===== config.mk =====
export PLATFORM = sky130hd
export DESIGN_NAME = json_string_unescape_utf8_top_flat
export DESIGN_NICKNAME = d
export VERILOG_FILES = /design/src/rtl/jsu_pkg.sv /design/src/rtl/jsu_in_if.sv /design/src/rtl/jsu_out_if.sv /design/src/rtl/jsu_decode.sv /design/src/rtl/jsu_emit.sv /design/src/rtl/json_string_unescape_utf8_top.sv /design/src/flat_wrapper.sv
export SDC_FILE = /design/constraint.sdc
export NUM_CORES = 1
export LEC_CHECK = 0
export BUFFER_PORTS_ARGS = -buffer_cell sky130_fd_sc_hd__buf_2
export CAP_MARGIN = 20
export CORE_ASPECT_RATIO = 1.4
export CORE_MARGIN = 3
export CORE_UTILIZATION = 50
export DETAILED_ROUTE_END_ITERATION = 8
export MAX_ROUTING_LAYER = met4
export PLACE_DENSITY = 0.67
export SLEW_MARGIN = 20
export SYNTH_ARGS = -nofsm -noshare
export SYNTH_HDL_FRONTEND = slang
export SYNTH_HIERARCHICAL = 1
export SYNTH_SLANG_ARGS = --single-unit

===== constraint.sdc =====
create_clock -name i_clk -period 5.7 [get_ports i_clk]
set_clock_uncertainty 0.05 [all_clocks]
set_input_delay 0.57 -clock i_clk [delete_from_list [all_inputs] [get_ports i_clk]]
set_output_delay 0.57 -clock i_clk [all_outputs]
set_load 0.05 [all_outputs]

===== src/rtl/jsu_pkg.sv =====
// Shared types, codes and the UTF-8 encoder for the JSON string unescaper.
// Depends on nothing; decode, emit, top and bench refer to it by scoped names.
package jsu_pkg;

    // Largest number of result words that one text byte can cause
    localparam int unsigned GROUP_MAX = 6;
    localparam int unsigned IDX_W     = $clog2(GROUP_MAX);
    localparam int unsigned CNT_W     = $clog2(GROUP_MAX + 1);

    // Result word kinds
    typedef enum logic [1:0] {
        KIND_DATA = 2'd0,
        KIND_DONE = 2'd1,
        KIND_ERR  = 2'd2
    } t_kind;

    // Error codes
    typedef enum logic [2:0] {
        ERR_NO_QUOTE = 3'd0,
        ERR_CTRL     = 3'd1,
        ERR_ESC_END  = 3'd2,
        ERR_UNSUP    = 3'd3,
        ERR_BAD_U    = 3'd4,
        ERR_UNTERM   = 3'd5
    } t_err;

    typedef struct packed {
        logic [7:0] data;
        t_kind      kind;
        t_err       code;
    } t_item;

    // All result words caused by one text byte
    typedef struct packed {
        logic [CNT_W-1:0]            count;
        t_item [GROUP_MAX-1:0]       items;
    } t_group;

    typedef struct packed {
        logic [2:0]      len;
        logic [3:0][7:0] bytes;
    } t_utf8;

    localparam logic [20:0] CP_ONE_MAX   = 21'h00007F;
    localparam logic [20:0] CP_TWO_MAX   = 21'h0007FF;
    localparam logic [20:0] CP_THREE_MAX = 21'h00FFFF;
    localparam logic [7:0]  UTF8_LEAD2   = 8'hC0;
    localparam logic [7:0]  UTF8_LEAD3   = 8'hE0;
    localparam logic [7:0]  UTF8_LEAD4   = 8'hF0;
    localparam logic [7:0]  UTF8_CONT    = 8'h80;

    // Encode a code point as 1 to 4 UTF-8 bytes, first byte in slot 0
    function automatic t_utf8 utf8_encode(input logic [20:0] cp);
        t_utf8 u;
        u = '0;
        priority if (cp <= CP_ONE_MAX) begin
            u.len      = 3'd1;
            u.bytes[0] = cp[7:0];
        end else if (cp <= CP_TWO_MAX) begin
            u.len      = 3'd2;
            u.bytes[0] = UTF8_LEAD2 | {3'b000, cp[10:6]};
            u.bytes[1] = UTF8_CONT  | {2'b00, cp[5:0]};
        end else if (cp <= CP_THREE_MAX) begin
            u.len      = 3'd3;
            u.bytes[0] = UTF8_LEAD3 | {4'b0000, cp[15:12]};
            u.bytes[1] = UTF8_CONT  | {2'b00, cp[11:6]};
            u.bytes[2] = UTF8_CONT  | {2'b00, cp[5:0]};
        end else begin
            u.len      = 3'd4;
            u.bytes[0] = UTF8_LEAD4 | {5'b00000, cp[20:18]};
            u.bytes[1] = UTF8_CONT  | {2'b00, cp[17:12]};
            u.bytes[2] = UTF8_CONT  | {2'b00, cp[11:6]};
            u.bytes[3] = UTF8_CONT  | {2'b00, cp[5:0]};
        end
        return u;
    endfunction

endpackage


===== src/rtl/jsu_in_if.sv =====
// Input channel of the JSON string unescaper: one text byte per word.
// No dependencies.
interface jsu_in_if;
    logic       valid;
    logic       ready;
    logic [7:0] text_byte;
    logic       final_byte;

    modport source (output valid, output text_byte, output final_byte, input ready);
    modport sink   (input valid, input text_byte, input final_byte, output ready);
endinterface


===== src/rtl/jsu_out_if.sv =====
// Output channel of the JSON string unescaper: one result item per word.
// No dependencies.
interface jsu_out_if;
    logic       valid;
    logic       ready;
    logic [7:0] out_byte;
    logic [1:0] item_kind;
    logic [2:0] error_code;
    logic       run_last;

    modport source (output valid, output out_byte, output item_kind,
                    output error_code, output run_last, input ready);
    modport sink   (input valid, input out_byte, input item_kind,
                    input error_code, input run_last, output ready);
endinterface


===== src/rtl/jsu_decode.sv =====
// Input register, decode state and per-byte decode of the JSON string unescaper.
// Depends on jsu_pkg and jsu_in_if; hands a whole result group to jsu_emit.
module jsu_decode (
    input  logic            i_clk,
    input  logic            i_rst_n,
    jsu_in_if.sink          i_in,
    input  logic            i_free,
    output logic            o_grp_valid,
    output jsu_pkg::t_group o_grp
);

    localparam logic [7:0] CH_QUOTE  = 8'h22;
    localparam logic [7:0] CH_BSLASH = 8'h5C;
    localparam logic [7:0] CH_SLASH  = 8'h2F;
    localparam logic [7:0] CH_B      = 8'h62;
    localparam logic [7:0] CH_F      = 8'h66;
    localparam logic [7:0] CH_N      = 8'h6E;
    localparam logic [7:0] CH_R      = 8'h72;
    localparam logic [7:0] CH_T      = 8'h74;
    localparam logic [7:0] CH_U      = 8'h75;
    localparam logic [7:0] CH_SPACE  = 8'h20;
    localparam logic [7:0] CH_BS     = 8'h08;
    localparam logic [7:0] CH_FF     = 8'h0C;
    localparam logic [7:0] CH_LF     = 8'h0A;
    localparam logic [7:0] CH_CR     = 8'h0D;
    localparam logic [7:0] CH_TAB    = 8'h09;
    localparam logic [7:0] CH_DIG0   = 8'h30;
    localparam logic [7:0] CH_DIG9   = 8'h39;
    localparam logic [7:0] CH_LOW_A  = 8'h61;
    localparam logic [7:0] CH_LOW_F  = 8'h66;
    localparam logic [7:0] CH_UP_A   = 8'h41;
    localparam logic [7:0] CH_UP_F   = 8'h46;

    // Top six bits of a high (D800..DBFF) and a low (DC00..DFFF) surrogate
    localparam logic [5:0]  SURR_HIGH_TAG = 6'b110110;
    localparam logic [5:0]  SURR_LOW_TAG  = 6'b110111;
    localparam logic [20:0] SUPP_BASE     = 21'h010000;

    typedef enum logic [2:0] {
        M_IDLE, M_STR, M_ESC, M_HEX, M_PEND, M_PEND_ESC, M_PEND_HEX
    } t_mode;

    typedef enum logic [1:0] {
        OUT_NONE, OUT_RAW, OUT_CP, OUT_DONE
    } t_main;

    logic        r_in_valid;
    logic [7:0]  r_byte;
    logic        r_fin;
    t_mode       r_mode;
    logic [1:0]  r_hc;
    logic [11:0] r_acc;
    logic [9:0]  r_ph;

    t_mode       n_mode;
    logic [1:0]  n_hc;
    logic [11:0] n_acc;
    logic [9:0]  n_ph;

    logic        move;
    logic        in_take;

    // Hex digit
    logic        is_hex;
    logic [3:0]  hex_val;
    logic [15:0] cp16;
    logic        hex_full;
    logic        cp_is_high;
    logic        cp_is_low;

    // Outcome of a byte taken as plain string content
    logic               s_err;
    jsu_pkg::t_err      s_code;
    t_main              s_main;
    t_mode              s_mode;

    // Outcome of a byte taken as an escape letter
    logic               e_err;
    jsu_pkg::t_err      e_code;
    t_main              e_main;
    logic [7:0]         e_raw;
    t_mode              e_mode;
    logic               e_hex;

    // Combined outcome
    logic               err;
    jsu_pkg::t_err      code;
    logic               flush;
    t_main              main_kind;
    logic [7:0]         raw;
    logic [20:0]        main_cp;

    jsu_pkg::t_utf8     u_main;
    jsu_pkg::t_utf8     u_flush;
    jsu_pkg::t_item [3:0] m_items;
    jsu_pkg::t_item [2:0] f_items;
    jsu_pkg::t_item     blank;
    logic [2:0]         m_len;

    assign in_take    = i_in.valid & i_in.ready;
    assign move       = r_in_valid & i_free;
    assign i_in.ready = ~r_in_valid | i_free;

    // Classify the held byte as a hex digit
    always_comb begin
        logic dig, low, up;
        dig     = (r_byte >= CH_DIG0)  && (r_byte <= CH_DIG9);
        low     = (r_byte >= CH_LOW_A) && (r_byte <= CH_LOW_F);
        up      = (r_byte >= CH_UP_A)  && (r_byte <= CH_UP_F);
        is_hex  = dig | low | up;
        hex_val = dig ? r_byte[3:0] : r_byte[3:0] + 4'd9;
    end

    assign cp16       = {r_acc, hex_val};
    assign hex_full   = (r_hc == 2'd3);
    assign cp_is_high = (cp16[15:10] == SURR_HIGH_TAG);
    assign cp_is_low  = (cp16[15:10] == SURR_LOW_TAG);

    // String content: close, reject control bytes, open an escape or pass through
    always_comb begin
        s_err  = 1'b0;
        s_code = jsu_pkg::ERR_CTRL;
        s_main = OUT_NONE;
        s_mode = M_STR;
        priority if (r_byte == CH_QUOTE) begin
            s_main = OUT_DONE;
            s_mode = M_IDLE;
        end else if (r_byte < CH_SPACE) begin
            s_err  = 1'b1;
            s_code = jsu_pkg::ERR_CTRL;
        end else if (r_byte == CH_BSLASH) begin
            s_err  = r_fin;
            s_code = jsu_pkg::ERR_ESC_END;
            s_mode = M_ESC;
        end else begin
            s_main = OUT_RAW;
            s_err  = r_fin;
            s_code = jsu_pkg::ERR_UNTERM;
        end
    end

    // Escape letter: map to its byte, start a \u sequence or reject the letter
    always_comb begin
        e_err  = r_fin;
        e_code = jsu_pkg::ERR_UNTERM;
        e_main = OUT_RAW;
        e_raw  = r_byte;
        e_mode = M_STR;
        e_hex  = 1'b0;
        unique case (r_byte)
            CH_QUOTE, CH_BSLASH, CH_SLASH: e_raw = r_byte;
            CH_B: e_raw = CH_BS;
            CH_F: e_raw = CH_FF;
            CH_N: e_raw = CH_LF;
            CH_R: e_raw = CH_CR;
            CH_T: e_raw = CH_TAB;
            CH_U: begin
                e_main = OUT_NONE;
                e_code = jsu_pkg::ERR_BAD_U;
                e_mode = M_HEX;
                e_hex  = 1'b1;
            end
            default: begin
                e_main = OUT_NONE;
                e_err  = 1'b1;
                e_code = jsu_pkg::ERR_UNSUP;
            end
        endcase
    end

    // Per-mode decode and next state
    always_comb begin
        err       = 1'b0;
        code      = jsu_pkg::ERR_NO_QUOTE;
        flush     = 1'b0;
        main_kind = OUT_NONE;
        raw       = r_byte;
        main_cp   = '0;
        n_mode    = r_mode;
        n_hc      = r_hc;
        n_acc     = r_acc;
        n_ph      = r_ph;
        unique case (r_mode)
            M_STR: begin
                err       = s_err;
                code      = s_code;
                main_kind = s_main;
                n_mode    = s_mode;
            end
            M_ESC: begin
                err       = e_err;
                code      = e_code;
                main_kind = e_main;
                raw       = e_raw;
                n_mode    = e_mode;
                if (e_hex) begin
                    n_hc  = '0;
                    n_acc = '0;
                end
            end
            M_HEX, M_PEND_HEX: begin
                if (!is_hex) begin
                    err  = 1'b1;
                    code = jsu_pkg::ERR_BAD_U;
                end else if (!hex_full) begin
                    n_acc = cp16[11:0];
                    n_hc  = r_hc + 2'd1;
                    err   = r_fin;
                    code  = jsu_pkg::ERR_BAD_U;
                end else begin
                    n_hc  = '0;
                    n_acc = '0;
                    err   = r_fin;
                    code  = jsu_pkg::ERR_UNTERM;
                    if ((r_mode == M_PEND_HEX) && cp_is_low) begin
                        main_kind = OUT_CP;
                        main_cp   = SUPP_BASE + {1'b0, r_ph, cp16[9:0]};
                        n_mode    = M_STR;
                    end else begin
                        flush = (r_mode == M_PEND_HEX);
                        if (cp_is_high) begin
                            n_ph   = cp16[9:0];
                            n_mode = M_PEND;
                        end else begin
                            main_kind = OUT_CP;
                            main_cp   = {5'b00000, cp16};
                            n_mode    = M_STR;
                        end
                    end
                end
            end
            M_PEND: begin
                if (r_byte == CH_BSLASH) begin
                    err    = r_fin;
                    code   = jsu_pkg::ERR_ESC_END;
                    n_mode = M_PEND_ESC;
                end else begin
                    flush     = 1'b1;
                    err       = s_err;
                    code      = s_code;
                    main_kind = s_main;
                    n_mode    = s_mode;
                end
            end
            M_PEND_ESC: begin
                if (r_byte == CH_U) begin
                    err    = r_fin;
                    code   = jsu_pkg::ERR_BAD_U;
                    n_mode = M_PEND_HEX;
                    n_hc   = '0;
                    n_acc  = '0;
                end else begin
                    flush     = 1'b1;
                    err       = e_err;
                    code      = e_code;
                    main_kind = e_main;
                    raw       = e_raw;
                    n_mode    = e_mode;
                    if (e_hex) begin
                        n_hc  = '0;
                        n_acc = '0;
                    end
                end
            end
            default: begin
                // Waiting for the opening quote
                if (r_byte == CH_QUOTE) begin
                    err    = r_fin;
                    code   = jsu_pkg::ERR_UNTERM;
                    n_mode = M_STR;
                end else begin
                    err  = 1'b1;
                    code = jsu_pkg::ERR_NO_QUOTE;
                end
            end
        endcase
        // Drop everything back to idle after an error or a closed string
        if (err || (n_mode == M_IDLE)) begin
            n_mode = M_IDLE;
            n_hc   = '0;
            n_acc  = '0;
            n_ph   = '0;
        end
    end

    assign u_main  = jsu_pkg::utf8_encode(main_cp);
    assign u_flush = jsu_pkg::utf8_encode({5'b00000, SURR_HIGH_TAG, r_ph});
    assign blank   = '{data: 8'h00, kind: jsu_pkg::KIND_DATA, code: jsu_pkg::ERR_NO_QUOTE};

    // Main words: raw byte, encoded code point or string end
    always_comb begin
        m_items = {4{blank}};
        m_len   = 3'd0;
        unique case (main_kind)
            OUT_RAW: begin
                m_items[0].data = raw;
                m_len           = 3'd1;
            end
            OUT_CP: begin
                for (int k = 0; k < 4; k++) begin
                    m_items[k].data = u_main.bytes[k];
                end
                m_len = u_main.len;
            end
            OUT_DONE: begin
                m_items[0].kind = jsu_pkg::KIND_DONE;
                m_len           = 3'd1;
            end
            default: m_len = 3'd0;
        endcase
        for (int k = 0; k < 3; k++) begin
            f_items[k]      = blank;
            f_items[k].data = u_flush.bytes[k];
        end
    end

    // Lay out the group: held high surrogate first, an error replaces everything
    always_comb begin
        o_grp = '0;
        if (err) begin
            o_grp.count         = jsu_pkg::CNT_W'(1);
            o_grp.items         = {jsu_pkg::GROUP_MAX{blank}};
            o_grp.items[0].kind = jsu_pkg::KIND_ERR;
            o_grp.items[0].code = code;
        end else if (flush) begin
            o_grp.count    = jsu_pkg::CNT_W'(m_len + 3'd3);
            o_grp.items[0] = f_items[0];
            o_grp.items[1] = f_items[1];
            o_grp.items[2] = f_items[2];
            o_grp.items[3] = m_items[0];
            o_grp.items[4] = m_items[1];
            o_grp.items[5] = m_items[2];
        end else begin
            o_grp.count    = jsu_pkg::CNT_W'(m_len);
            o_grp.items[0] = m_items[0];
            o_grp.items[1] = m_items[1];
            o_grp.items[2] = m_items[2];
            o_grp.items[3] = m_items[3];
            o_grp.items[4] = blank;
            o_grp.items[5] = blank;
        end
    end

    assign o_grp_valid = r_in_valid;

    // Hold the input word and advance the decode state on each hand-over
    always_ff @(posedge i_clk) begin
        if (!i_rst_n) begin
            r_in_valid <= 1'b0;
            r_mode     <= M_IDLE;
            r_hc       <= '0;
            r_acc      <= '0;
            r_ph       <= '0;
        end else begin
            if (in_take) begin
                r_in_valid <= 1'b1;
            end else if (move) begin
                r_in_valid <= 1'b0;
            end
            if (move) begin
                r_mode <= n_mode;
                r_hc   <= n_hc;
                r_acc  <= n_acc;
                r_ph   <= n_ph;
            end
        end
        if (in_take) begin
            r_byte <= i_in.text_byte;
            r_fin  <= i_in.final_byte;
        end
    end

endmodule


===== src/rtl/jsu_emit.sv =====
// Result register of the JSON string unescaper: holds one group, sends it word by word.
// Depends on jsu_pkg and jsu_out_if.
module jsu_emit (
    input  logic            i_clk,
    input  logic            i_rst_n,
    input  logic            i_grp_valid,
    input  jsu_pkg::t_group i_grp,
    output logic            o_free,
    jsu_out_if.source       o_out
);

    jsu_pkg::t_item [jsu_pkg::GROUP_MAX-1:0] r_items;
    logic [jsu_pkg::CNT_W-1:0]               r_cnt;
    logic [jsu_pkg::IDX_W-1:0]               r_idx;

    logic           take;
    logic           last;
    logic           load;
    jsu_pkg::t_item cur;

    assign cur  = r_items[r_idx];
    assign take = o_out.valid & o_out.ready;
    assign last = (jsu_pkg::CNT_W'(r_idx) + jsu_pkg::CNT_W'(1)) == r_cnt;

    // Free when empty or when the last word of the group leaves now
    assign o_free = (r_cnt == '0) | (take & last);
    assign load   = i_grp_valid & o_free;

    assign o_out.valid      = (r_cnt != '0);
    assign o_out.out_byte   = cur.data;
    assign o_out.item_kind  = cur.kind;
    assign o_out.error_code = cur.code;
    assign o_out.run_last   = last;

    // Load a new group or step to the next word
    always_ff @(posedge i_clk) begin
        if (!i_rst_n) begin
            r_cnt <= '0;
            r_idx <= '0;
        end else begin
            if (load) begin
                r_cnt <= i_grp.count;
                r_idx <= '0;
            end else if (take && last) begin
                r_cnt <= '0;
                r_idx <= '0;
            end else if (take) begin
                r_idx <= r_idx + jsu_pkg::IDX_W'(1);
            end
        end
        if (load) begin
            r_items <= i_grp.items;
        end
    end

endmodule


===== src/rtl/json_string_unescape_utf8_top.sv =====
// JSON string unescaper with UTF-8 output: top level.
// Depends on jsu_pkg, jsu_in_if, jsu_out_if, jsu_decode and jsu_emit.
//
// Feed JSON text one byte per word, with final_byte set on the last byte of the
// buffer. Each string must open with a double quote; plain bytes pass through,
// the escapes \" \\ \/ \b \f \n \r \t give their byte, and \uXXXX is sent as
// UTF-8, with a high surrogate merged with a directly following \u low
// surrogate. Each byte gives zero to six result words, the last of them flagged
// by run_last. A result word of kind error means the consumer must drop the
// string it was building; the block then waits for a new opening quote.
// A byte is taken every cycle while each byte gives at most one result word
// and the receiver is ready; a byte that gives more holds the input side
// until its last word leaves the result register, which sends one word per
// cycle while the receiver is ready. Bytes pass the input and result registers.
module json_string_unescape_utf8_top (
    input  logic      i_clk,
    input  logic      i_rst_n,
    jsu_in_if.sink    i_in,
    jsu_out_if.source o_out
);

    logic            grp_valid;
    logic            grp_free;
    jsu_pkg::t_group grp;

    jsu_decode u_decode (
        .i_clk       (i_clk),
        .i_rst_n     (i_rst_n),
        .i_in        (i_in),
        .i_free      (grp_free),
        .o_grp_valid (grp_valid),
        .o_grp       (grp)
    );

    jsu_emit u_emit (
        .i_clk       (i_clk),
        .i_rst_n     (i_rst_n),
        .i_grp_valid (grp_valid),
        .i_grp       (grp),
        .o_free      (grp_free),
        .o_out       (o_out)
    );

endmodule


===== src/flat_wrapper.sv =====
// flat-port wrapper written by rule: the top's interface ports become plain ports
module json_string_unescape_utf8_top_flat 
  (i_clk, i_rst_n, i_in_valid, i_in_text_byte, i_in_final_byte, i_in_ready, o_out_valid, o_out_out_byte, o_out_item_kind, o_out_error_code, o_out_run_last, o_out_ready);
  jsu_in_if i_in_i ();
  jsu_out_if o_out_i ();
  input  logic i_clk;
  input  logic i_rst_n;
  input wire logic [$bits(i_in_i.valid)-1:0] i_in_valid;
  input wire logic [$bits(i_in_i.text_byte)-1:0] i_in_text_byte;
  input wire logic [$bits(i_in_i.final_byte)-1:0] i_in_final_byte;
  output wire logic [$bits(i_in_i.ready)-1:0] i_in_ready;
  output wire logic [$bits(o_out_i.valid)-1:0] o_out_valid;
  output wire logic [$bits(o_out_i.out_byte)-1:0] o_out_out_byte;
  output wire logic [$bits(o_out_i.item_kind)-1:0] o_out_item_kind;
  output wire logic [$bits(o_out_i.error_code)-1:0] o_out_error_code;
  output wire logic [$bits(o_out_i.run_last)-1:0] o_out_run_last;
  input wire logic [$bits(o_out_i.ready)-1:0] o_out_ready;
  assign i_in_i.valid = i_in_valid;
  assign i_in_i.text_byte = i_in_text_byte;
  assign i_in_i.final_byte = i_in_final_byte;
  assign i_in_ready = i_in_i.ready;
  assign o_out_valid = o_out_i.valid;
  assign o_out_out_byte = o_out_i.out_byte;
  assign o_out_item_kind = o_out_i.item_kind;
  assign o_out_error_code = o_out_i.error_code;
  assign o_out_run_last = o_out_i.run_last;
  assign o_out_i.ready = o_out_ready;
  json_string_unescape_utf8_top u_core (.i_clk(i_clk), .i_rst_n(i_rst_n), .i_in(i_in_i), .o_out(o_out_i));
endmodule

==> impl_metrics.env <==
export IMPL_setup_viol=0
export IMPL_dp_cells=933
export IMPL_synth_simple_gate_area_share_pct=16.4
export IMPL_place_area_mm2=0.00758
export IMPL_start_util_pct=51.6
export IMPL_cts_setup_buffers=0
export IMPL_drt_first_iter_violations=616
export IMPL_synth_edf_count=87
export IMPL_clock_path_buffers=2
export IMPL_dp_slack_ns=1.30
export IMPL_worst_pin_slew_ns=0.965
export IMPL_vias_per_cell=6.34
export IMPL_grt_setup_unrepaired="false"
export IMPL_slew_violations=0
export IMPL_worstPathArrival_ns=4.80
export IMPL_cp_start_kind="register"
export IMPL_die_y_um=151
export IMPL_yosys_top_cells_area="edfxtp_1 (35%), dfxtp_1 (9.0%), mux4_2 (3.9%), buf_4 (3.0%), nand2_1 (2.9%)"
export IMPL_cts_tree="yes"
export IMPL_synth_top_cell_by_area="edfxtp_1"
export IMPL_grt_pass1_wl_mm=31.7
export IMPL_clk_pin_slew_worst_paths_ns=0.06
export IMPL_max_freq_mhz=223
export IMPL_hold_buffers=0
export IMPL_die_area_mm2=0.0166
export IMPL_drive_gt1_share_pct=14.4
export IMPL_root_buffer="clkbuf_16"
export IMPL_drt_wirelength_per_cell_um=20.8
export IMPL_rows=52
export IMPL_cts_buffers=17
export IMPL_synthMuxAreaShare_pct=6.47
export IMPL_post_route_drc_count=0
export IMPL_cp_end_kind="register"
export IMPL_grt_pass1_vias=5825
export IMPL_firstDrtPassIters=6
export IMPL_slew_headroom_pct=35.7
export IMPL_finalInstanceArea_mm2=0.00817
export IMPL_fin_nets=789
export IMPL_vias=6115
export IMPL_cts_max_level=4
export IMPL_drv_cap=0
export IMPL_status="finished, final reports clean"
export IMPL_hpwlAfterDp_mm=14.8
export IMPL_syn_inst=753
export IMPL_pin_count=29
export IMPL_synth_xor_area_share_pct=1.23
export IMPL_criticalPathCategory="reg -> reg"
export IMPL_vdd_drop_max_mv=0.152
export IMPL_antenna_cells=0
export IMPL_leakagePower_uw=0.00289
export IMPL_syn_area_mm2=0.00753
export IMPL_synth_compound_area_share_pct=20.3
export IMPL_synth_flop_cell="edfxtp_1"
export IMPL_grt_max_degree=79
export IMPL_grt_overflow=0
export IMPL_setup_tns_ns=0
export IMPL_ys_types=95
export IMPL_synth_top_area_share_pct=34.7
export IMPL_power_density_mw_per_mm2=279
export IMPL_clk_latency_ns=0.42
export IMPL_path_max_fanout=12
export IMPL_final_hold_viol_count=0
export IMPL_grt_util_all_layers_pct=25.9
export IMPL_ant_nets=0
export IMPL_synth_most_common_cell="edfxtp_1"
export IMPL_synthAdderAreaFrac_pct=2.29
export IMPL_async_flop_share_pct=0
export IMPL_antenna_found_initial=0
export IMPL_worst_hold_path_type="in -> reg"
export IMPL_syn2layout_area_growth_pct=8.60
export IMPL_port_buffers=28
export IMPL_synth_seq_cells=121
export IMPL_synthTopCellsByCount="edfxtp_1 (87), nand2_1 (59), nor2_1 (58), inv_1 (50), a21oi_1 (38)"
export IMPL_routabilityCongestion=0.944
export IMPL_seq_area_frac_synth_pct=43.8
export IMPL_ys_warn_count=6
export IMPL_final_cells=965
export IMPL_routed_wl_mm=20.1
export IMPL_min_period_ns=4.49
export IMPL_setup_ws_ns=1.21
export IMPL_core_area_mm2=0.0146
export IMPL_period_share_pct=78.8
export IMPL_synth_top_family_by_area="compound AO/OA/AOI/OAI gates"
export IMPL_die_x_um=110
export IMPL_syn_avg_cell_area_um2=9.99
export IMPL_cts_resized=0
export IMPL_clkSinkCount=121
export IMPL_crit_required_ns=6.01
## power breakdown
part	total [uW]	switching (uW)	internal, uW
logic	187	128	58.9
registers	1010	23.1	983
clock network	1090	429	656
## path summary, 6_finish.rpt
check | start | endpoint | slack, ns | depth (start not counted)
setup reg to reg | u_core/u_decode/r_byte[0] | u_core/u_emit/r_cnt[1] | 1.21 | 21
setup / recovery | u_core/u_decode/r_byte[0] | u_core/u_emit/r_cnt[1] | 1.21 | 21
hold reg to reg | u_core/u_decode/r_hc[0] | u_core/u_decode/r_hc[0] | 0.42 | 1
hold / removal | i_in_text_byte[7] | u_core/u_decode/r_byte[7] | 0.28 | 1
## state kept, by name (all words and copies together) (netlist names)
| signal | flops |
|---|---|
| u_core/u_emit/r_items | 78 |
| u_core/u_decode/r_acc | 12 |
| u_core/u_decode/r_ph | 10 |
| u_core/u_decode/r_byte | 8 |
| u_core/u_decode/r_mode | 3 |
| u_core/u_emit/r_cnt | 3 |
| u_core/u_emit/r_idx | 3 |
| u_core/u_decode/r_hc | 2 |
| u_core/u_decode/o_grp_valid | 1 |
| u_core/u_decode/r_fin | 1 |
## placed cells by master, fill, tap and decap left out, types with 5 or more instances in the layout
| master | n |
|---|---|
| clkbuf_16 | 17 |
| a31oi_1 | 6 |
| dfxtp_1 | 33 |
| conb_1 | 28 |
| nand2b_1 | 5 |
| and2_1 | 5 |
| a21oi_1 | 38 |
| mux2i_1 | 18 |
| and3_1 | 6 |
| mux4_2 | 13 |
| edfxtp_1 | 87 |
| nand3_1 | 19 |
| nand4_1 | 6 |
| a22o_1 | 13 |
| xor2_1 | 5 |
| a221oi_1 | 11 |
| o22ai_1 | 31 |
| inv_1 | 50 |
| o31ai_1 | 5 |
| nor2_1 | 57 |
| nor2b_1 | 6 |
| a21o_1 | 8 |
| a32o_1 | 5 |
| buf_4 | 12 |
| o32ai_1 | 5 |
| a211oi_1 | 6 |
| nor4_1 | 6 |
| or3_1 | 6 |
| nand2_1 | 59 |
| buf_2 | 28 |
| ha_1 | 13 |
| nor3_1 | 24 |
| o21ai_0 | 33 |
## layer usage
layer | up-vias | global-route usage [%] | part of all wire [%]
met3 | 78 | 4.78 | 6.3
met4 | 0 | 13.9 | 5.5
li1 | 2837 | - | -
met5 | - | - | 0
met2 | 259 | 40.8 | 48
met1 | 2941 | 31.4 | 40
## cell type report
type	instances	area (um2)
Sequential cell	121	3290
Timing Repair Buffer	40	230
Inverter	51	191
Clock inverter	14	165
Fill cell	1322	6400
Clock buffer	18	429
Tap cell	189	236
Multi-Input combinational cell	532	3630
## worst max-delay path, cell delays in order (launching register included)
cell,delay [ns]
edfxtp_1,0.51
inv_1,0.14
ha_1,0.26
o21bai_1,0.31
nor3b_1,0.58
or4_1,0.24
nor2_1,0.04
buf_4,0.17
nor2_1,0.21
inv_1,0.09
ha_1,0.23
inv_1,0.14
nor3_1,0.07
nand3_1,0.11
o31ai_2,0.07
buf_4,0.18
o31ai_1,0.33
ha_1,0.30
nor2_1,0.10
a31oi_1,0.06
nor2_1,0.12
a22o_1,0.12
## metrics by stage
stage                     utilization, %  hold slack (ns)  total power (uW)
after detailed placement            52.0            0.419              1210
after global placement              52.0            0.407              1210
after floorplan                        -            0.396              1180
after CTS                           56.1            0.260              2300
final                               56.1            0.275              2280
after global routing                56.1            0.264              2360
## logic make-up after synthesis
| kind of cell | count (synthesis) |
|---|---|
| and+or+nand+nor | 234 |
| AOI/OAI and AO/OA | 215 |
| DFF | 121 |
| muxes | 32 |
| xor gates and xnor gates | 9 |
| adders and majority gates | 14 |
| buffers and inverters | 127 |
| other | 1 |
No activity file was read; power rests on OpenSTA's default activity.
